`src/rtl/kmp_pkg.sv`:
```
// ----------------------------------------------------------------------------
// kmp_pkg
// Shared constants and types for the pattern match counter: sizes of the
// pattern and failure memories, item codes and the structs that travel
// between the sequencer and the top level.
// ----------------------------------------------------------------------------
package kmp_pkg;

	// pattern capacity in bytes
	localparam int MAX_PATTERN = 256;

	// address of one pattern entry, and a length that can hold the capacity itself
	localparam int ADDR_W  = (MAX_PATTERN > 1) ? $clog2(MAX_PATTERN) : 1;
	localparam int LEN_W   = $clog2(MAX_PATTERN + 1);
	localparam int CHAR_W  = 8;
	localparam int COUNT_W = 24;

	typedef logic [LEN_W-1:0]   len_t;
	typedef logic [ADDR_W-1:0]  addr_t;
	typedef logic [CHAR_W-1:0]  char_t;
	typedef logic [COUNT_W-1:0] count_t;

	localparam len_t   MAX_LEN   = LEN_W'(MAX_PATTERN);
	localparam len_t   LEN_ONE   = LEN_W'(1);
	localparam count_t COUNT_MAX = {COUNT_W{1'b1}};

	// item codes carried in func
	localparam logic FUNC_PATTERN = 1'b0;
	localparam logic FUNC_TEXT    = 1'b1;

	// one result beat
	typedef struct packed {
		logic   match;
		count_t count;
		logic   end_mark;
		logic   overflow;
	} res_t;

	// memory requests from the sequencer
	typedef struct packed {
		logic  pat_we;
		logic  fail_we;
		addr_t waddr;
		char_t pat_wdata;
		len_t  fail_wdata;
		addr_t pat_raddr;
		addr_t fail_raddr;
	} mem_req_t;

endpackage

```
`src/rtl/kmp_in_if.sv`:
```
// ----------------------------------------------------------------------------
// kmp_in_if
// Input channel: valid/ready handshake with one pattern or text byte a beat.
// ----------------------------------------------------------------------------
interface kmp_in_if;
	logic          valid;
	logic          ready;
	logic          func;
	kmp_pkg::char_t ch;
	logic          last;

	modport source (output valid, output func, output ch, output last, input ready);
	modport sink   (input valid, input func, input ch, input last, output ready);
endinterface

```
`src/rtl/kmp_out_if.sv`:
```
// ----------------------------------------------------------------------------
// kmp_out_if
// Output channel: valid/ready handshake with one result a beat.
// ----------------------------------------------------------------------------
interface kmp_out_if;
	logic            valid;
	logic            ready;
	logic            match;
	kmp_pkg::count_t count;
	logic            end_mark;
	logic            overflow;

	modport source (output valid, output match, output count, output end_mark,
		output overflow, input ready);
	modport sink   (input valid, input match, input count, input end_mark,
		input overflow, output ready);
endinterface

```
`src/rtl/kmp_ram.sv`:
```
// ----------------------------------------------------------------------------
// kmp_ram
// Generic single-port-write, single-port-read memory with registered read.
// ----------------------------------------------------------------------------
module kmp_ram #(
	parameter int WIDTH = 8,
	parameter int DEPTH = 256
) (
	input  logic                                     clk,
	input  logic                                     we,
	input  logic [((DEPTH > 1) ? $clog2(DEPTH) : 1)-1:0] waddr,
	input  logic [WIDTH-1:0]                         wdata,
	input  logic [((DEPTH > 1) ? $clog2(DEPTH) : 1)-1:0] raddr,
	output logic [WIDTH-1:0]                         rdata
);

	logic [WIDTH-1:0] mem_q [DEPTH];

	// write port and registered read port
	always_ff @(posedge clk) begin
		if (we) begin
			mem_q[waddr] <= wdata;
		end
		rdata <= mem_q[raddr];
	end

endmodule

```
`src/rtl/kmp_seq.sv`:
```
// ----------------------------------------------------------------------------
// kmp_seq
// Match sequencer: takes one byte, walks failure links through the pattern
// and failure memories, appends pattern bytes with their failure entry and
// keeps the matched length and the occurrence count.
// ----------------------------------------------------------------------------
module kmp_seq (
	input  logic              clk,
	input  logic              arst_n,
	kmp_in_if.sink            req,
	output kmp_pkg::res_t     res,
	output logic              res_valid,
	input  logic              out_free,
	output kmp_pkg::mem_req_t mem,
	input  kmp_pkg::char_t    pat_rdata,
	input  kmp_pkg::len_t     fail_rdata
);

	typedef enum logic [2:0] {
		ST_IDLE,
		ST_FAIL,
		ST_CMP,
		ST_BACK,
		ST_DONE
	} state_t;

	state_t          state_q;
	logic            func_q;
	kmp_pkg::char_t  ch_q;
	logic            last_q;
	logic            hit_q;
	logic            ovf_q;
	logic            closed_q;
	kmp_pkg::len_t   len_q;
	kmp_pkg::len_t   bnd_q;
	kmp_pkg::len_t   j_q;
	kmp_pkg::len_t   ml_q;
	kmp_pkg::count_t cnt_q;

	kmp_pkg::len_t eff_len;
	kmp_pkg::len_t j_start;
	kmp_pkg::len_t jf;
	kmp_pkg::len_t jn;
	logic          eq;
	logic          mis;

	// start values for an incoming beat, and the failure-link and compare values
	always_comb begin
		eff_len = closed_q ? '0 : len_q;
		j_start = (ml_q >= len_q) ? '0 : ml_q;
		jf      = (fail_rdata >= bnd_q) ? '0 : fail_rdata;
		eq      = (ch_q == pat_rdata);
		mis     = (j_q != '0) && !eq;
		jn      = j_q + kmp_pkg::len_t'(eq);
	end

	// memory reads and writes by state
	always_comb begin
		mem            = '0;
		mem.pat_raddr  = j_q[kmp_pkg::ADDR_W-1:0];
		mem.fail_raddr = j_q[kmp_pkg::ADDR_W-1:0];
		case (state_q)
			ST_IDLE: begin
				if (req.func == kmp_pkg::FUNC_PATTERN) begin
					mem.fail_raddr = kmp_pkg::ADDR_W'(eff_len - kmp_pkg::LEN_ONE);
					// first pattern byte goes straight in with failure zero
					if (req.valid && eff_len == '0) begin
						mem.pat_we    = 1'b1;
						mem.fail_we   = 1'b1;
						mem.waddr     = '0;
						mem.pat_wdata = req.ch;
					end
				end else begin
					mem.pat_raddr = j_start[kmp_pkg::ADDR_W-1:0];
				end
			end
			ST_FAIL: begin
				mem.pat_raddr = jf[kmp_pkg::ADDR_W-1:0];
			end
			ST_CMP: begin
				if (mis) begin
					mem.fail_raddr = kmp_pkg::ADDR_W'(j_q - kmp_pkg::LEN_ONE);
				end else if (func_q == kmp_pkg::FUNC_PATTERN) begin
					mem.pat_we     = 1'b1;
					mem.fail_we    = 1'b1;
					mem.waddr      = bnd_q[kmp_pkg::ADDR_W-1:0];
					mem.pat_wdata  = ch_q;
					mem.fail_wdata = jn;
				end else begin
					mem.fail_raddr = kmp_pkg::ADDR_W'(len_q - kmp_pkg::LEN_ONE);
				end
			end
			default: begin
			end
		endcase
	end

	assign req.ready    = (state_q == ST_IDLE);
	assign res_valid    = (state_q == ST_DONE);
	assign res.match    = hit_q;
	assign res.count    = cnt_q;
	assign res.end_mark = last_q;
	assign res.overflow = ovf_q;

	// sequencer state and match state
	always_ff @(posedge clk or negedge arst_n) begin
		if (!arst_n) begin
			state_q  <= ST_IDLE;
			closed_q <= 1'b1;
			len_q    <= '0;
			ml_q     <= '0;
			cnt_q    <= '0;
			hit_q    <= 1'b0;
			ovf_q    <= 1'b0;
			last_q   <= 1'b0;
			func_q   <= kmp_pkg::FUNC_PATTERN;
			ch_q     <= '0;
			bnd_q    <= '0;
			j_q      <= '0;
		end else begin
			case (state_q)
				ST_IDLE: begin
					if (req.valid) begin
						func_q <= req.func;
						ch_q   <= req.ch;
						last_q <= req.last;
						hit_q  <= 1'b0;
						if (req.func == kmp_pkg::FUNC_PATTERN) begin
							// a closed pattern is replaced by a new one
							closed_q <= 1'b0;
							if (closed_q) begin
								ml_q <= '0;
							end
							len_q <= (eff_len == '0) ? kmp_pkg::LEN_ONE : eff_len;
							bnd_q <= eff_len;
							ovf_q <= (eff_len == kmp_pkg::MAX_LEN);
							if (eff_len == kmp_pkg::MAX_LEN) begin
								state_q <= ST_DONE;
							end else if (eff_len == '0) begin
								state_q <= ST_DONE;
							end else begin
								state_q <= ST_FAIL;
							end
						end else begin
							ovf_q    <= 1'b0;
							closed_q <= 1'b1;
							bnd_q    <= len_q;
							j_q      <= j_start;
							if (len_q == '0) begin
								ml_q    <= '0;
								state_q <= ST_DONE;
							end else begin
								state_q <= ST_CMP;
							end
						end
					end
				end
				ST_FAIL: begin
					j_q     <= jf;
					state_q <= ST_CMP;
				end
				ST_CMP: begin
					if (mis) begin
						state_q <= ST_FAIL;
					end else if (func_q == kmp_pkg::FUNC_PATTERN) begin
						len_q   <= bnd_q + kmp_pkg::LEN_ONE;
						state_q <= ST_DONE;
					end else if (jn == bnd_q) begin
						// full occurrence, fall back to the last failure entry
						hit_q <= 1'b1;
						if (cnt_q != kmp_pkg::COUNT_MAX) begin
							cnt_q <= cnt_q + kmp_pkg::count_t'(1);
						end
						state_q <= ST_BACK;
					end else begin
						ml_q    <= jn;
						state_q <= ST_DONE;
					end
				end
				ST_BACK: begin
					ml_q    <= fail_rdata;
					state_q <= ST_DONE;
				end
				ST_DONE: begin
					if (out_free) begin
						if (last_q) begin
							if (func_q == kmp_pkg::FUNC_TEXT) begin
								ml_q  <= '0;
								cnt_q <= '0;
							end else begin
								closed_q <= 1'b1;
							end
						end
						state_q <= ST_IDLE;
					end
				end
				default: begin
					state_q <= ST_IDLE;
				end
			endcase
		end
	end

endmodule

```
`src/rtl/kmp_pattern_match_counter.sv`:
```
// ----------------------------------------------------------------------------
// kmp_pattern_match_counter
// Counts pattern occurrences in a text, overlapping ones included, with
// Knuth-Morris-Pratt matching over a pattern memory and a failure memory.
// ----------------------------------------------------------------------------
//  channel  dir  payload                            beat
//  req      in   func, ch, last                     one pattern or text byte
//  rsp      out  match, count, end_mark, overflow   one result per req beat
//
// one byte at a time: accept, then per extra compare step of the failure-link
// walk a failure memory read then a pattern memory read, a fallback after a
// full match and a handover of the result. a text byte that matches at once
// is accepted, compared and handed over, a pattern byte reads its failure
// entry first; the first pattern byte, a dropped one and empty-pattern text
// go straight to handover. the result shows on rsp the cycle after handover.
// the memories need no clearing after reset; only written entries are read.
// a result waiting in the output register holds the sequencer in its last
// state; the next byte is taken once the result has moved there.
module kmp_pattern_match_counter (
	input  logic      clk,
	input  logic      arst_n,
	kmp_in_if.sink    req,
	kmp_out_if.source rsp
);

	kmp_pkg::res_t     res;
	logic              res_valid;
	logic              out_free;
	kmp_pkg::mem_req_t mem;
	kmp_pkg::char_t    pat_rdata;
	kmp_pkg::len_t     fail_rdata;
	logic              vld_q;
	kmp_pkg::res_t     out_q;

	kmp_seq u_seq (
		.clk       (clk),
		.arst_n    (arst_n),
		.req       (req),
		.res       (res),
		.res_valid (res_valid),
		.out_free  (out_free),
		.mem       (mem),
		.pat_rdata (pat_rdata),
		.fail_rdata(fail_rdata)
	);

	// pattern bytes
	kmp_ram #(
		.WIDTH(kmp_pkg::CHAR_W),
		.DEPTH(kmp_pkg::MAX_PATTERN)
	) u_pat_ram (
		.clk  (clk),
		.we   (mem.pat_we),
		.waddr(mem.waddr),
		.wdata(mem.pat_wdata),
		.raddr(mem.pat_raddr),
		.rdata(pat_rdata)
	);

	// failure entries
	kmp_ram #(
		.WIDTH(kmp_pkg::LEN_W),
		.DEPTH(kmp_pkg::MAX_PATTERN)
	) u_fail_ram (
		.clk  (clk),
		.we   (mem.fail_we),
		.waddr(mem.waddr),
		.wdata(mem.fail_wdata),
		.raddr(mem.fail_raddr),
		.rdata(fail_rdata)
	);

	// output register
	assign out_free = !vld_q || rsp.ready;

	always_ff @(posedge clk or negedge arst_n) begin
		if (!arst_n) begin
			vld_q <= 1'b0;
		end else if (out_free) begin
			vld_q <= res_valid;
		end
	end

	always_ff @(posedge clk) begin
		if (out_free && res_valid) begin
			out_q <= res;
		end
	end

	assign rsp.valid    = vld_q;
	assign rsp.match    = out_q.match;
	assign rsp.count    = out_q.count;
	assign rsp.end_mark = out_q.end_mark;
	assign rsp.overflow = out_q.overflow;

	// a match always leaves a nonzero count
	a_match_count: assert property (@(posedge clk) disable iff (!arst_n)
		rsp.valid && rsp.match |-> rsp.count != '0)
		else $error("match reported with zero count");

	// a match and an overflow never come from the same byte
	a_match_ovf: assert property (@(posedge clk) disable iff (!arst_n)
		rsp.valid |-> !(rsp.match && rsp.overflow))
		else $error("match and overflow in one result");

	// one byte in flight: no accept right after an accept
	a_one_item: assert property (@(posedge clk) disable iff (!arst_n)
		req.valid && req.ready |=> !req.ready)
		else $error("second byte accepted while one is in work");

	// memories are never written while a result waits for the output register
	a_no_write_done: assert property (@(posedge clk) disable iff (!arst_n)
		res_valid |-> !mem.pat_we && !mem.fail_we)
		else $error("memory write while result pending");

endmodule
```
`src/flat_wrapper.sv`:
```
// flat-port wrapper written by rule: the top's interface ports become plain ports
module kmp_pattern_match_counter_flat 
  (clk, arst_n, req_valid, req_func, req_ch, req_last, req_ready, rsp_valid, rsp_match, rsp_count, rsp_end_mark, rsp_overflow, rsp_ready);
  kmp_in_if req_i ();
  kmp_out_if rsp_i ();
  input  logic clk;
  input  logic arst_n;
  input wire logic [$bits(req_i.valid)-1:0] req_valid;
  input wire logic [$bits(req_i.func)-1:0] req_func;
  input wire logic [$bits(req_i.ch)-1:0] req_ch;
  input wire logic [$bits(req_i.last)-1:0] req_last;
  output wire logic [$bits(req_i.ready)-1:0] req_ready;
  output wire logic [$bits(rsp_i.valid)-1:0] rsp_valid;
  output wire logic [$bits(rsp_i.match)-1:0] rsp_match;
  output wire logic [$bits(rsp_i.count)-1:0] rsp_count;
  output wire logic [$bits(rsp_i.end_mark)-1:0] rsp_end_mark;
  output wire logic [$bits(rsp_i.overflow)-1:0] rsp_overflow;
  input wire logic [$bits(rsp_i.ready)-1:0] rsp_ready;
  assign req_i.valid = req_valid;
  assign req_i.func = req_func;
  assign req_i.ch = req_ch;
  assign req_i.last = req_last;
  assign req_ready = req_i.ready;
  assign rsp_valid = rsp_i.valid;
  assign rsp_match = rsp_i.match;
  assign rsp_count = rsp_i.count;
  assign rsp_end_mark = rsp_i.end_mark;
  assign rsp_overflow = rsp_i.overflow;
  assign rsp_i.ready = rsp_ready;
  kmp_pattern_match_counter u_core (.clk(clk), .arst_n(arst_n), .req(req_i), .rsp(rsp_i));
endmodule
```
`config.mk`:
```
export PLATFORM = sky130hd
export DESIGN_NAME = kmp_pattern_match_counter_flat
export DESIGN_NICKNAME = d
export VERILOG_FILES = /design/src/rtl/kmp_pkg.sv /design/src/rtl/kmp_in_if.sv /design/src/rtl/kmp_out_if.sv /design/src/rtl/kmp_ram.sv /design/src/rtl/kmp_seq.sv /design/src/rtl/kmp_pattern_match_counter.sv /design/src/flat_wrapper.sv
export SDC_FILE = /design/constraint.sdc
export NUM_CORES = 2
export LEC_CHECK = 0
export BUFFER_PORTS_ARGS = -buffer_cell sky130_fd_sc_hd__buf_2
export CAP_MARGIN = 0
export CELL_PAD_IN_SITES_DETAIL_PLACEMENT = 0
export CELL_PAD_IN_SITES_GLOBAL_PLACEMENT = 1
export CORE_MARGIN = 2
export CORE_UTILIZATION = 48
export CTS_CLUSTER_DIAMETER = 100
export DETAILED_ROUTE_END_ITERATION = 12
export PLACE_DENSITY = 0.84
export SYNTH_ARGS = -nofsm -noshare
export SYNTH_HDL_FRONTEND = slang
export SYNTH_MEMORY_MAX_BITS = 65536
export SYNTH_SLANG_ARGS = --single-unit
```
`constraint.sdc`:
```
create_clock -name clk -period 10.35 [get_ports clk]
set_input_delay 1.035 -clock clk [delete_from_list [all_inputs] [get_ports clk]]
set_output_delay 1.035 -clock clk [all_outputs]
set_load 0.02 [all_outputs]
```
* Word-level counts from Yosys, hierarchy flattened *
Memories as Yosys holds them, arrays and structs flattened. A register that Yosys moved wholly into a read port is not among the register bits.
Cells that the tools add are included.

word-level totals
  register bits after elaboration = 104
  RAM bits = 4352
  bits of input ports = 14
  output and inout port bits = 29
  memories kept = 2

cells by class
  $add $sub $neg = 6
  $lt $le $gt $ge = 2
  equality and inequality tests = 23
  muxes and demuxes = 70
  reduce and logical (&&, ||, !) cells = 23

memories
  name                     words  width  rd ports  clocked after memory_dff  wr ports  RTL line       RTL
  u_core.u_fail_ram.mem_q  256    9      1         1                         1         kmp_ram.sv:17  logic [WIDTH-1:0] mem_q [DEPTH];
  u_core.u_pat_ram.mem_q   256    8      1         1                         1         kmp_ram.sv:17

operator list
  cell                                              number
  two-way mux 9 bit                                 22
  two-way mux 24 bit                                7
  two-way mux 27 bit                                2
  one-hot mux 24 bit (2 select lines)               1
  two-way mux 18 bit                                2
  one-hot mux 18 bit (2 select lines)               1
  one-hot mux 9 bit (2 select lines)                2
  one-hot mux 9 bit (4 select lines)                1
  two-way mux 8 bit                                 4
  one-hot mux 8 bit (2 select lines)                2
  two-way mux 3 bit                                 9
  inequality test 2 bit, second input constant      13
  adder 24 x 1 -> 24 bit, second input constant     1
  inequality test 24 bit, second input constant     1
  subtractor 8 x 1 -> 8 bit, second input constant  3
  greater-or-equal comparator 9 bit                 2
  zero test 9 bit                                   2
  one-hot mux 3 bit (5 select lines)                1
  AND reduction 5 bit                               3
  two-way mux 1 bit                                 14
  AND reduction 10 bit                              1
  adder 9 x 1 -> 9 bit                              1
  adder 9 x 1 -> 9 bit, second input constant       1
  == test 9 bit                                     1
  17 further kinds                                  27

* Depth between registers and ports, before layout *
  depth after elaboration = 8
  depth in mapped cells = 21

* Modules after synthesis *
From an unflattened synthesis, not the netlist that was laid out.

second synthesis, totals
  cells, all modules = 8676
  area total of the unflattened synthesis = 175235.6 um^2

by module, submodules not included
  module                       times used  cells each  area each (um^2)  sequential area each (um^2)
  kmp_ram (u_core.u_fail_ram)  1           4237        89278.1           69366.5
  kmp_ram (u_core.u_pat_ram)   1           3733        79556.3           61659.1
  kmp_seq                      1           675         5536.6            1903.1
  kmp_pattern_match_counter    1           31          864.6             835.8

* Worst setup path after synthesis *
Ideal clock, no wire load.

  path kind = reg-to-reg
  start point = register u_core.u_seq.j_q[0]
  end point = memory u_core.u_fail_ram.mem_q[0][2] in the netlist's numbering (data pin)
  setup time = 1.392 ns
  arrival = 8.293 ns
  setup slack = 0.665 ns
  cell stages (with the launch flop) = 9
  path buffers = 1
  cells stage by stage = dfrtp_1 > inv_1 > ha_1 > or4b_4 > or4_4 > o21ai_2 > nand3_1 > clkbuf_1 > nor2_1

RTL lines
  what                    RTL line        RTL
  start, declared         kmp_seq.sv:36   kmp_pkg::len_t j_q;
  start signal, assigned  kmp_seq.sv:148  j_q <= j_start;
  start signal, assigned  kmp_seq.sv:159  j_q <= jf;
  end, declared           kmp_ram.sv:17

* Worst setup path after layout *
  start point = register u_core.u_seq.state_q[2]
  end point = register u_core.u_fail_ram.rdata[4] (read register of u_core.u_fail_ram.mem_q)

on the way
  word-level cells in the longest chain between the ends = 2
  elaborated cells on any way between the ends = 3
  those cells by class = eq/ne (1); mux (1); reduce/logical (1)

RTL lines
  what                                                       RTL line        RTL
  start, declared                                            kmp_seq.sv:27   state_t state_q;
  start signal, assigned                                     kmp_seq.sv:108  state_q <= ST_IDLE;
  start signal, assigned                                     kmp_seq.sv:138  state_q <= ST_DONE;
  start signal, assigned                                     kmp_seq.sv:140  state_q <= ST_DONE;
  == test 3 x 2 -> 1 bit or zero test 3 bit (tied branches)  kmp_seq.sv:62   case (state_q)
  one-hot mux 8 bit (2 select lines) (*)                     kmp_seq.sv:62
  end, declared                                              kmp_ram.sv:14   output logic [WIDTH-1:0] rdata

Every way passes the cells marked *; elsewhere a longest branch is shown, timed or not.
A chain may end at the register's enable or synchronous reset.

==> flow_metrics.py <==
metrics = {
    "run_status": {
        "status": "finished with violations",
        "violations": "max-capacitance violations, max-slew violations",
    },
    "worst_setup_path": {
        "cp_common_cell": "buf_4",
        "slowest_stage": "a211oi_1",
        "worstPathRequired_ps": 11280,
        "cp-end-kind": "flop",
        "cp_max_fo": 81,
        "crit_cells": 15,
        "reg2reg_depth": 15,
        "r2r-start": "u_core.u_seq.state_q[2]$_DFFE_PN0P_",
        "arrival_ps": 8340,
        "cpLargestDelayFamily": "compound AO/OA/AOI/OAI gates",
        "critPathLaunchType": "flop",
        "reg2reg_slack_ps": 2940,
        "r2r-end": "u_core.u_fail_ram.rdata[4]$_DFF_P_",
        "path_cells": "nor2_1 -> o21ai_0 -> buf_4 -> a22oi_2 -> buf_4 -> and2_4 -> buf_12 -> buf_4 -> buf_4 -> mux4_2 -> a22oi_1 -> nand3_1 -> nand3_1 -> a211oi_1 -> and3_1",
        "critPathBufInv": 5,
        "path_class": "reg -> reg",
        "cpPeakStageDelay_ps": 1180,
    },
    "global_route": {
        "grt_first_pass_wirelength_microns": 762600,
        "grt_pass1_vias": 105334,
        "antenna_found_initial": 33,
        "grt_overflow_total": 0,
        "grt_usage_pct": 28.20,
        "grt_max_degree": 185,
    },
    "placed_design": {
        "io_buffers": 42,
        "place_congestion": 0.9534,
        "hpwl_microns": 319700,
    },
    "clock_tree": {
        "cts.sinks": 4473,
        "cts_buffers": 434,
        "cts-root-buf": "clkbuf_16",
        "clk_path_buf_depth": 4,
        "cts_tree": "yes",
        "path_clk_slew_ps": 60,
        "insertion_delay_ps": 1020,
        "htree_levels": 5,
    },
    "finish": {
        "final_util_pct": 54.20,
        "drive_gt1_share_pct": 11.21,
        "synthToLayoutAreaGrowth_pct": 12.20,
        "finalNetCount": 12797,
    },
    "yosys": {
        "yosys.area.top_type_share_pct": 74.35,
        "seq_area_frac_synth_pct": 75.63,
        "yosysTopAreaCell": "edfxtp_1",
        "synth_most_common_cell": "edfxtp_1",
        "synth_cell_types": 87,
        "synth_area_per_cell_sq_um": 14.02,
        "synth_seq_cells": 4473,
        "ys_async_sr_fraction_pct": 1.721,
        "netlist_top_cells_count": "4,379 x edfxtp_1, 2,946 x nand2_1, 1,025 x nand3_1, 616 x a21oi_1, 584 x nor2_1",
        "synth_flop_cell": "edfxtp_1",
        "yosys_warnings": 0,
        "synth.cell_area_sq_um": 176900,
        "synth_area_leaders": "edfxtp_1 74%, nand2_1 6.3%, nand3_1 2.9%, mux4_2 2.2%, a21oi_1 1.7%",
        "syn-num-nets": 12652,
        "synth_enable_flop_cells": 4379,
        "syn_inst": 12613,
    },
    "sta": {
        "worst_pin_slew_ps": 1533,
        "drv_slew": 4,
        "finalSetupTns_ps": 0,
        "slew_headroom_pct": -3.258,
        "rsz0062_at_grt": "no",
        "setup_viol": 0,
        "layout_min_cycle_time_ps": 7414,
        "skew_ps": 91.37,
        "fmax_ghz": 0.1349,
        "period_share_pct": 71.63,
        "hold_violations": 0,
    },
    "die": {
        "die_w_microns": 611.0,
        "core-area_sq_um": 366100,
        "ios": 43,
        "die_area_sq_um": 373300,
        "die_h_microns": 611.0,
        "initial_core_util_pct": 48.31,
        "rows": 222,
    },
    "route": {
        "detail_route.first_pass.iterations": 7,
        "post-route-drc-count": 0,
        "wl_per_cell_microns": 30.03,
        "drt-initial-drc-count": 19365,
        "drt_wl_total_microns": 539300,
        "via_per_inst": 6.321,
        "num_vias": 113510,
        "antenna_left": 0,
    },
    "power_and_ir_drop": {
        "power_density_nw_per_um2": 307.0,
        "leakagePower_uw": 0.06565,
        "vdd_drop_max_v": 0.0004365,
    },
    "worst_hold_path": {
        "min_from": "req_last",
        "min_path_cells": 2,
        "hold_class": "in -> reg",
        "min_to": "u_core.u_seq.last_q$_DFFE_PN0P_",
    },
    "flow_run": {
        "max_cap_viol_count": 2,
    },
}
## how the worst max path moves through the flow
stage	start	to	slack [ps]
6_report	u_core.u_seq.state_q[2]$_DFFE_PN0P_	u_core.u_fail_ram.rdata[4]$_DFF_P_	2940
5_1_grt	u_core.u_seq.state_q[2]$_DFFE_PN0P_	u_core.u_fail_ram.rdata[4]$_DFF_P_	2930
4_1_cts	u_core.u_seq.state_q[2]$_DFFE_PN0P_	u_core.u_fail_ram.rdata[4]$_DFF_P_	3100
3_5_place_dp	req_func	u_core.u_fail_ram.rdata[4]$_DFF_P_	2880
3_3_place_gp	req_func	u_core.u_fail_ram.rdata[6]$_DFF_P_	2800
2_1_floorplan	u_core.u_seq.j_q[0]$_DFFE_PN0P_	u_core.u_fail_ram.mem_q[0][2]$_DFFE_PP_	660
## registers in the layout (all words and copies together) (netlist names), 9 cells and up
name and cells:
u_core.u_seq.ml_q 9, u_core.u_seq.cnt_q 24, u_core.u_seq.bnd_q 9, u_core.u_fail_ram.rdata 9, u_core.u_pat_ram.mem_q 2048, u_core.u_fail_ram.mem_q 2304, u_core.u_seq.j_q 9, u_core.u_seq.len_q 9
u_core.rsp.count 24
## metal layers
layer / global-route usage [%] / routed length [microns]
met1: 38.75 / 197300
met2: 41.21 / 234900
met5: 0 / 134
met4: 16.01 / 35250
met3: 6.937 / 71710
## cells in the final DEF, fill, tap and decap left out, types with 15 or more instances in the layout
master,instances
nand3_1,1014
clkinv_2,83
dfxtp_1,17
a221oi_1,90
dfrtp_1,76
nor2_4,18
nor2_1,531
a221o_1,64
mux4_2,170
clkinv_1,104
a31o_2,15
nor3_1,36
buf_4,451
and3_1,210
a31oi_1,262
clkbuf_16,438
a21oi_1,614
nand4_1,75
clkbuf_1,102
nand2_1,2940
or2_2,18
xnor2_1,33
o211ai_1,15
a22o_1,32
o221ai_1,20
o21ai_0,211
inv_1,32
edfxtp_1,4379
a211oi_1,58
o22ai_1,114
a311oi_1,56
buf_2,41
buf_12,34
ha_1,25
bufinv_16,35
xor2_1,23
nor4_1,49
a22oi_1,133
nor2_2,35
mux2i_1,159
## area by class of cell
type,count,area (sq um)
Multi-Input combinational cell,7289,40280
Clock inverter,261,2497
Timing Repair Buffer,527,4282
Inverter,33,123.9
Tap cell,4816,6026
Clock buffer,547,11440
Fill cell,28589,167700
Antenna cell,12,30.03
Sequential cell,4473,133800
## cell families (layout without fill, tap and decap cells)
logic type      count (synthesis)  after routing  synth area share, %
simple gates                 5033           5033                12.10
fa+ha+maj                      25             25               0.1769
compound gates               1832           1832                6.663
mux                           339            339                3.128
buf+inv                       851           1368                1.977
flops                        4473           4473                75.63
xor+xnor                       60             60               0.3282
other cells                     0             12                    0
## per-stage QoR
stage / instance area [sq um] / total power, uW / setup WS [ps] / hold slack [ps] / std cells
floorplan: 176900 / 35750 / 664.9 / 424.8 / 12613
global placement: 184400 / 44800 / 2796 / 451.5 / 17136
detailed placement: 184500 / 45000 / 2879 / 474.4 / 17137
CTS: 198400 / 60380 / 3097 / 201.7 / 17946
global route: 198400 / 62830 / 2926 / 257.5 / 17949
finish: 198400 / 60910 / 2936 / 245.4 / 17958
## power breakdown
group / internal [uW] / switching [uW] / leakage, uW / total, uW
Sequential: 20300 / 279 / 0.0400 / 20500
Clock: 8730 / 6850 / 0.00680 / 15600
Combinational: 6850 / 18000 / 0.0188 / 24800
## timing repair
action                     CTS  global route
setup endpoints to repair    0             0
buffers inserted             0             0
resized for setup            0             0
hold endpoints to repair    22             0
hold buffers                 1             0
No activity file was read; power rests on OpenSTA's default activity.
